File: config.mk
export PLATFORM = sky130hd
export DESIGN_NAME = c_identifier_validator
export DESIGN_NICKNAME = d
export VERILOG_FILES = /design/src/rtl/core/cidv_pkg.sv /design/src/rtl/core/cidv_front.sv /design/src/rtl/core/cidv_queue.sv /design/src/rtl/core/cidv_back.sv /design/src/rtl/core/c_identifier_validator.sv
export SDC_FILE = /design/constraint.sdc
export NUM_CORES = 1
export LEC_CHECK = 0
export BUFFER_PORTS_ARGS = -buffer_cell sky130_fd_sc_hd__buf_2
export CORE_MARGIN = 5
export CORE_UTILIZATION = 63
export DETAILED_ROUTE_END_ITERATION = 8
export HOLD_SLACK_MARGIN = 0.08
export PLACE_DENSITY = 0.83
export SLEW_MARGIN = 0
export SYNTH_ARGS = -nofsm -noshare
export SYNTH_HDL_FRONTEND = slang
export SYNTH_SLANG_ARGS = --single-unit
export TNS_END_PERCENT = 20
File: constraint.sdc
create_clock -name aclk -period 3.6 [get_ports aclk]
set_input_delay 0.9 -clock aclk [delete_from_list [all_inputs] [get_ports aclk]]
set_output_delay 0.9 -clock aclk [all_outputs]
set_load 0.01 [all_outputs]
File: src/rtl/core/cidv_pkg.sv
// ----------------------------------------------------------------------------
// cidv_pkg
// Shared types, constants and keyword table for the C identifier validator.
// ----------------------------------------------------------------------------
package cidv_pkg;

    localparam int PREFIX_DEPTH   = 8;
    localparam int COUNT_SAT      = 9;
    localparam int KEYWORD_TOTAL  = 32;
    localparam int QUEUE_DEPTH_DEF = 4;

    localparam logic [7:0] CHAR_UNDERSCORE = 8'h5F;
    localparam logic [7:0] CHAR_ZERO       = 8'h30;
    localparam logic [7:0] CHAR_NINE       = 8'h39;
    localparam logic [7:0] CHAR_UPPER_A    = 8'h41;
    localparam logic [7:0] CHAR_UPPER_Z    = 8'h5A;
    localparam logic [7:0] CHAR_LOWER_A    = 8'h61;
    localparam logic [7:0] CHAR_LOWER_Z    = 8'h7A;

    typedef enum logic [1:0] {
        VERDICT_VALID   = 2'd0,
        VERDICT_KEYWORD = 2'd1,
        VERDICT_ILLEGAL = 2'd2,
        VERDICT_DIGIT   = 2'd3
    } verdict_t;

    // one finished name, first byte in the top bits, unused bytes zero
    typedef struct packed {
        logic [8*PREFIX_DEPTH-1:0] prefix;
        logic [3:0]                count;
        logic                      bad_char;
        logic                      lead_digit;
    } job_t;

    typedef struct packed {
        logic full;
        logic empty;
    } queue_stat_t;

    // keywords left-justified in a 64-bit word, zero padded
    function automatic logic [63:0] kw_word(input logic [4:0] k);
        logic [63:0] w;
        unique case (k)
            5'd0:  w = {"auto", 32'h0};
            5'd1:  w = {"break", 24'h0};
            5'd2:  w = {"case", 32'h0};
            5'd3:  w = {"char", 32'h0};
            5'd4:  w = {"const", 24'h0};
            5'd5:  w = "continue";
            5'd6:  w = {"default", 8'h0};
            5'd7:  w = {"do", 48'h0};
            5'd8:  w = {"double", 16'h0};
            5'd9:  w = {"else", 32'h0};
            5'd10: w = {"enum", 32'h0};
            5'd11: w = {"extern", 16'h0};
            5'd12: w = {"float", 24'h0};
            5'd13: w = {"for", 40'h0};
            5'd14: w = {"goto", 32'h0};
            5'd15: w = {"if", 48'h0};
            5'd16: w = {"int", 40'h0};
            5'd17: w = {"long", 32'h0};
            5'd18: w = "register";
            5'd19: w = {"return", 16'h0};
            5'd20: w = {"short", 24'h0};
            5'd21: w = {"signed", 16'h0};
            5'd22: w = {"sizeof", 16'h0};
            5'd23: w = {"static", 16'h0};
            5'd24: w = {"struct", 16'h0};
            5'd25: w = {"switch", 16'h0};
            5'd26: w = {"typedef", 8'h0};
            5'd27: w = {"union", 24'h0};
            5'd28: w = "unsigned";
            5'd29: w = {"void", 32'h0};
            5'd30: w = "volatile";
            default: w = {"while", 24'h0};
        endcase
        return w;
    endfunction

    function automatic logic [3:0] kw_len(input logic [4:0] k);
        logic [3:0] n;
        unique case (k)
            5'd7, 5'd15:                               n = 4'd2;
            5'd13, 5'd16:                              n = 4'd3;
            5'd0, 5'd2, 5'd3, 5'd9, 5'd10, 5'd14,
            5'd17, 5'd29:                              n = 4'd4;
            5'd1, 5'd4, 5'd12, 5'd20, 5'd27, 5'd31:    n = 4'd5;
            5'd8, 5'd11, 5'd19, 5'd21, 5'd22, 5'd23,
            5'd24, 5'd25:                              n = 4'd6;
            5'd6, 5'd26:                               n = 4'd7;
            default:                                   n = 4'd8;
        endcase
        return n;
    endfunction

endpackage

File: src/rtl/core/cidv_front.sv
// ----------------------------------------------------------------------------
// cidv_front
// Takes one character per word, keeps prefix, count and fault flags, and
// hands a finished name to the queue on the last character.
// ----------------------------------------------------------------------------
module cidv_front (
    input  logic                 aclk,
    input  logic                 aresetn,
    input  logic                 s_tvalid,
    output logic                 s_tready,
    input  logic [7:0]           s_tdata,   // [7:0] character
    input  logic                 s_tlast,   // last_char
    input  cidv_pkg::queue_stat_t q_stat,
    output logic                 push,
    output cidv_pkg::job_t       push_job
);
    import cidv_pkg::*;

    logic [7:0] prefix_reg [PREFIX_DEPTH];
    logic [7:0] prefix_next [PREFIX_DEPTH];
    logic [3:0] count_reg, count_next;
    logic       bad_reg, bad_next;
    logic       digit_reg, digit_next;
    logic       accept;
    logic       is_digit, is_legal;

    assign s_tready = !q_stat.full;
    assign accept   = s_tvalid && s_tready;

    always_comb begin
        is_digit = (s_tdata >= CHAR_ZERO) && (s_tdata <= CHAR_NINE);
        is_legal = is_digit || (s_tdata == CHAR_UNDERSCORE) ||
                   ((s_tdata >= CHAR_UPPER_A) && (s_tdata <= CHAR_UPPER_Z)) ||
                   ((s_tdata >= CHAR_LOWER_A) && (s_tdata <= CHAR_LOWER_Z));
    end

    // state after absorbing the current character
    always_comb begin
        for (int i = 0; i < PREFIX_DEPTH; i++) begin
            prefix_next[i] = prefix_reg[i];
            if ((count_reg == 4'(i)) && accept) begin
                prefix_next[i] = s_tdata;
            end
        end
        count_next = count_reg;
        bad_next   = bad_reg;
        digit_next = digit_reg;
        if (accept) begin
            if (count_reg < 4'(COUNT_SAT)) begin
                count_next = count_reg + 4'd1;
            end
            if (!is_legal) begin
                bad_next = 1'b1;
            end
            if ((count_reg == 4'd0) && is_digit) begin
                digit_next = 1'b1;
            end
        end
    end

    always_comb begin
        for (int i = 0; i < PREFIX_DEPTH; i++) begin
            push_job.prefix[8*(PREFIX_DEPTH-i)-1 -: 8] = prefix_next[i];
        end
        push_job.count      = count_next;
        push_job.bad_char   = bad_next;
        push_job.lead_digit = digit_next;
    end

    assign push = accept && s_tlast;

    always_ff @(posedge aclk) begin
        if (!aresetn || push) begin
            for (int i = 0; i < PREFIX_DEPTH; i++) begin
                prefix_reg[i] <= 8'h00;
            end
            count_reg <= 4'd0;
            bad_reg   <= 1'b0;
            digit_reg <= 1'b0;
        end else begin
            for (int i = 0; i < PREFIX_DEPTH; i++) begin
                prefix_reg[i] <= prefix_next[i];
            end
            count_reg <= count_next;
            bad_reg   <= bad_next;
            digit_reg <= digit_next;
        end
    end

endmodule

File: src/rtl/core/cidv_queue.sv
// ----------------------------------------------------------------------------
// cidv_queue
// Small first-in first-out queue of finished names between front and back.
// ----------------------------------------------------------------------------
module cidv_queue #(
    parameter int DEPTH = cidv_pkg::QUEUE_DEPTH_DEF
) (
    input  logic                  aclk,
    input  logic                  aresetn,
    input  logic                  push,
    input  cidv_pkg::job_t        push_job,
    input  logic                  pop,
    output cidv_pkg::job_t        pop_job,
    output cidv_pkg::queue_stat_t q_stat,
    output logic [$clog2(DEPTH+1)-1:0] level
);
    import cidv_pkg::*;

    localparam int AW = (DEPTH > 1) ? $clog2(DEPTH) : 1;
    localparam int LW = $clog2(DEPTH+1);

    job_t            mem [DEPTH];
    logic [AW-1:0]   wr_ptr_reg, rd_ptr_reg;
    logic [LW-1:0]   level_reg;

    assign level        = level_reg;
    assign q_stat.full  = (level_reg == LW'(DEPTH));
    assign q_stat.empty = (level_reg == '0);
    assign pop_job      = mem[rd_ptr_reg];

    always_ff @(posedge aclk) begin
        if (push) begin
            mem[wr_ptr_reg] <= push_job;
        end
    end

    always_ff @(posedge aclk) begin
        if (!aresetn) begin
            wr_ptr_reg <= '0;
            rd_ptr_reg <= '0;
            level_reg  <= '0;
        end else begin
            if (push) begin
                wr_ptr_reg <= (wr_ptr_reg == AW'(DEPTH-1)) ? '0 : wr_ptr_reg + AW'(1);
            end
            if (pop) begin
                rd_ptr_reg <= (rd_ptr_reg == AW'(DEPTH-1)) ? '0 : rd_ptr_reg + AW'(1);
            end
            if (push && !pop) begin
                level_reg <= level_reg + LW'(1);
            end else if (pop && !push) begin
                level_reg <= level_reg - LW'(1);
            end
        end
    end

endmodule

File: src/rtl/core/cidv_back.sv
// ----------------------------------------------------------------------------
// cidv_back
// Matches a queued name against the keyword table, ranks the faults and
// holds the verdict in the output register.
// ----------------------------------------------------------------------------
module cidv_back (
    input  logic                  aclk,
    input  logic                  aresetn,
    input  cidv_pkg::queue_stat_t q_stat,
    input  cidv_pkg::job_t        pop_job,
    output logic                  pop,
    output logic                  m_tvalid,
    input  logic                  m_tready,
    output logic [7:0]            m_tdata   // [1:0] verdict, [2] is_valid
);
    import cidv_pkg::*;

    logic     valid_reg;
    verdict_t verdict_reg, verdict_next;
    logic     kw_hit;

    assign pop = !q_stat.empty && (!valid_reg || m_tready);

    // unused prefix bytes are zero, so a padded compare plus length bound matches
    always_comb begin
        kw_hit = 1'b0;
        for (int k = 0; k < KEYWORD_TOTAL; k++) begin
            if ((pop_job.prefix == kw_word(5'(k))) &&
                (pop_job.count >= kw_len(5'(k))) &&
                (pop_job.count <= 4'(PREFIX_DEPTH))) begin
                kw_hit = 1'b1;
            end
        end
    end

    always_comb begin
        if (kw_hit) begin
            verdict_next = VERDICT_KEYWORD;
        end else if (pop_job.bad_char) begin
            verdict_next = VERDICT_ILLEGAL;
        end else if (pop_job.lead_digit) begin
            verdict_next = VERDICT_DIGIT;
        end else begin
            verdict_next = VERDICT_VALID;
        end
    end

    always_ff @(posedge aclk) begin
        if (!aresetn) begin
            valid_reg <= 1'b0;
        end else if (pop) begin
            valid_reg <= 1'b1;
        end else if (m_tready) begin
            valid_reg <= 1'b0;
        end
    end

    always_ff @(posedge aclk) begin
        if (pop) begin
            verdict_reg <= verdict_next;
        end
    end

    assign m_tvalid = valid_reg;
    assign m_tdata  = {5'd0, (verdict_reg == VERDICT_VALID), verdict_reg};

endmodule

File: src/rtl/core/c_identifier_validator.sv
// ----------------------------------------------------------------------------
// c_identifier_validator
// Classifies a streamed candidate name as valid C identifier, C89 keyword,
// name with an illegal character, or name with a leading digit.
// ----------------------------------------------------------------------------
// One character is taken per word on the s_ side, at one word per cycle; the
// word with tlast closes the name. The front keeps the first eight characters
// and the fault flags and queues the finished name; the back compares it with
// the 32 keywords and registers the verdict for m_ as it pops the name from
// the queue. Only words carrying tlast produce a result. The
// input stalls only when QUEUE_DEPTH finished names are waiting behind a
// stalled output, so with m_tready high the block sustains one character per
// cycle, names of any length back to back.
// ----------------------------------------------------------------------------
module c_identifier_validator #(
    parameter int QUEUE_DEPTH = cidv_pkg::QUEUE_DEPTH_DEF
) (
    input  logic       aclk,
    input  logic       aresetn,
    input  logic       s_tvalid,
    output logic       s_tready,
    input  logic [7:0] s_tdata,   // [7:0] character
    input  logic       s_tlast,   // last_char
    output logic       m_tvalid,
    input  logic       m_tready,
    output logic [7:0] m_tdata    // [1:0] verdict, [2] is_valid, [7:3] zero
);
    import cidv_pkg::*;

    localparam int LW = $clog2(QUEUE_DEPTH+1);

    job_t        push_job, pop_job;
    queue_stat_t q_stat;
    logic        push, pop;
    logic [LW-1:0] level;

    cidv_front u_front (
        .aclk     (aclk),
        .aresetn  (aresetn),
        .s_tvalid (s_tvalid),
        .s_tready (s_tready),
        .s_tdata  (s_tdata),
        .s_tlast  (s_tlast),
        .q_stat   (q_stat),
        .push     (push),
        .push_job (push_job)
    );

    cidv_queue #(
        .DEPTH (QUEUE_DEPTH)
    ) u_queue (
        .aclk     (aclk),
        .aresetn  (aresetn),
        .push     (push),
        .push_job (push_job),
        .pop      (pop),
        .pop_job  (pop_job),
        .q_stat   (q_stat),
        .level    (level)
    );

    cidv_back u_back (
        .aclk     (aclk),
        .aresetn  (aresetn),
        .q_stat   (q_stat),
        .pop_job  (pop_job),
        .pop      (pop),
        .m_tvalid (m_tvalid),
        .m_tready (m_tready),
        .m_tdata  (m_tdata)
    );

    // verdict flag and code agree, pad bits stay clear
    a_flag_code: assert property (@(posedge aclk) disable iff (!aresetn)
        m_tvalid |-> ((m_tdata[2] == (m_tdata[1:0] == VERDICT_VALID)) &&
                      (m_tdata[7:3] == 5'd0)))
        else $error("verdict flag mismatch");

    // queue level never passes its depth
    a_level: assert property (@(posedge aclk) disable iff (!aresetn)
        level <= LW'(QUEUE_DEPTH))
        else $error("queue overflow");

    // a closed name is waiting in the queue on the next cycle
    a_name_queued: assert property (@(posedge aclk) disable iff (!aresetn)
        (s_tvalid && s_tready && s_tlast) |=> !q_stat.empty)
        else $error("closed name lost");

    // no pop from an empty queue
    a_pop_nonempty: assert property (@(posedge aclk) disable iff (!aresetn)
        pop |-> (level != '0))
        else $error("pop from empty queue");

endmodule
==> flow_summary.ini <==
[run_status]
outcome = complete, no violations

[logic_synthesis]
ys_top_cells_by_count = 282 x edfxtp_1, 85 x nor2b_1, 80 x dfxtp_1, 65 x mux2_2, 58 x nand2_1
synth_top_area_share_pct = 55.3
ys_warn_count = 0
yosysUniqueCellTypes = 76
synth_flop_cell = edfxtp_1
synth_top_area_cell = edfxtp_1
synth_edf_count = 282
syn_area_um2 = 15300
synth.area.top_cells = edfxtp_1 55%, dfxtp_1 10%, mux4_2 7.8%, mux2_2 4.8%, nor2b_1 3.5%
synthArstFlopShare_pct = 0
postSynthAreaPerCell_um2 = 15.6
ys_seq_area_share_pct = 65.7
ys_seq_elements = 362
yosysMostFrequentCell = edfxtp_1
synth_cells = 980

[timing]
fin_crit_ps = 3520
fmax_mhz = 284
rsz0062_at_grt = no
finalSetupViolations = 0
final-max-slew-violation-count = 0
finClkSkew_ps = 26.5
worst_pin_slew_ps = 816
slew_headroom_pct = 45.5
hold_viol = 0
period_share_pct = 97.8
setup_slack_ps = 77.4
finalSetupTns_ps = 0

[power_and_ir_drop]
p_leak_uw = 0.00588
finalPower_uw = 11700
peakVddDrop_v = 0.000777
p_per_area_nw_per_um2 = 676

[setup_path]
critPathLaunchType = register
cp.required_ps = 3880
cpMostUsedCell = or3_1
endpoint_kind = register
crit_slowest_cell = mux4_2
timing.critical_path.cells = buf_12 -> mux4_2 -> nand2b_1 -> or3_1 -> or3_1 -> nor4_1 -> a211oi_1 -> a21boi_1 -> o41ai_2 -> o21a_1
arrival_ps = 3800
cp_max_fo = 21
slowest_delay_ps = 610
timing_worst_setup_path_type = register to register
critPathTopFamily = simple AND/OR/NAND/NOR gates
worst-path-buf-inv = 1

[clocking]
cts_tree = done
cts.clk_slew.worst_paths_ps = 60
clk_latency_ps = 530
clockBufferDepth = 3
h-tree-depth = 2
cts_made_buffers = 35
cts_sinks = 362
root_buffer = clkbuf_16

[placement]
post-place-ws_ps = 23.0
post-place-cells = 1350
io_buffers = 17
place_congestion = 0.995
post-dp-hpwl_mm = 24.8

[global_routing]
grt_first_pass_wirelength_mm = 56.8
grt_pass1_vias = 9207
grt_max_degree = 60
grt_util_met2_pct = 42.8
grtUsageMet1_pct = 39.5
grt_antenna_before_repair = 1
grt_overflow = 0
use_met3_pct = 5.00
grt_usage_pct = 27.2
top_usage_layer = met2

[cells_and_area]
fin_cells = 1416
multi_input_area_um2 = 4950
drive_gt1_share_pct = 25.5
area_delta_synth_final_pct = 13.0
post-route-util_pct = 71.8
final-seq-area_um2 = 10100
n_antenna_cell = 0
largest_reg_flops = 280
num-fill-cells = 1479
nNetsFinal = 1091

[routing]
firstDrtPassIters = 5
wl_mm = 37.3
via_count = 9068
via_per_inst = 6.40
drtAntennaViolNets = 0
drt-initial-drc-count = 934
wire_per_inst_um = 26.4
drc = 0

[die]
die_area_um2 = 27500
start_util_pct = 63.6
die_y_um = 166
die_w_um = 166
num_rows = 57
num_io_pins = 23
core_area_um2 = 24100

[job]
cap_violations = 0

[min_path]
hold_path_class = register to register
-- layer usage --
metal  part of all wire, %  up-vias
met5                 0.035        -
met4                   3.0        2
met3                   8.1       70
met2                    48      435
met1                    41     4580
li1                      -     3981
-- timing repair --
item	CTS	global route
resized for setup	0	1
endpoints found under the setup margin	0	2
setup buffers	0	3
hold buffers	0	0
hold endpoints to repair	0	0
-- path summary, 6_finish.rpt --
check,from,end,slack (ps),cells after the start
max,register,u_back.verdict_reg[1],80,10
min,u_back.m_tvalid,u_back.m_tvalid,490,2
max reg2reg,register,u_back.verdict_reg[1],80,10
min reg2reg,u_back.m_tvalid,u_back.m_tvalid,490,2
-- report_power, final --
| part | internal [uW] | total, uW | switching (uW) |
|---|---|---|---|
| registers | 4740 | 4880 | 135 |
| clock network | 1990 | 3520 | 1530 |
| logic | 1410 | 3310 | 1890 |
| total | 8150 | 11700 | 3560 |
-- cell usage in the layout, fill, tap and decap left out, types with 6 or more instances in the layout --
cell,count
dfxtp_1,78
a21oi_1,6
buf_2,17
mux4_2,53
mux2_2,65
buf_4,58
and3_1,6
o21ai_0,7
nand4_1,19
clkbuf_16,35
nand2_1,57
nor4b_1,6
inv_1,15
and2_1,7
nand4b_1,13
nor3_1,25
nor4_1,28
clkbuf_1,7
buf_12,9
edfxtp_1,282
mux4_1,9
nor2_1,40
nand2b_1,15
ha_1,11
nand3_1,29
nor2b_1,85
-- metrics by stage --
stage          hold slack (ps)  area (um^2)
4_1_cts                    489        17300
2_1_floorplan              476        15300
3_3_place_gp               462        16200
6_report                   489        17300
5_1_grt                    518        17300
3_5_place_dp               479        16200
-- kinds of logic after synthesis --
group,count (synthesis),share of synthesized area [%]
and+or+nand+nor,371,14.2
DFF,362,65.7
muxes,131,14.4
buffers and inverters,54,2.21
AOI/OAI and AO/OA,46,2.31
adders and majority gates,12,1.03
xor gates and xnor gates,3,0.172
other,1,0.0245
-- area by class of cell --
cell class / count / area share, %
Sequential cell: 362 / 58.2
Multi-Input combinational cell: 568 / 28.6
Clock buffer: 47 / 5.61
Timing Repair Buffer: 84 / 4.05
Tap cell: 324 / 2.34
Clock inverter: 16 / 0.860
Inverter: 15 / 0.325
-- worst min-delay path, cell delays in order, from the launching register on --
cell	delay (ps)
dfxtp_1	320
nand2_1	50
a21boi_0	70
(Power assumes the default switching activity.)
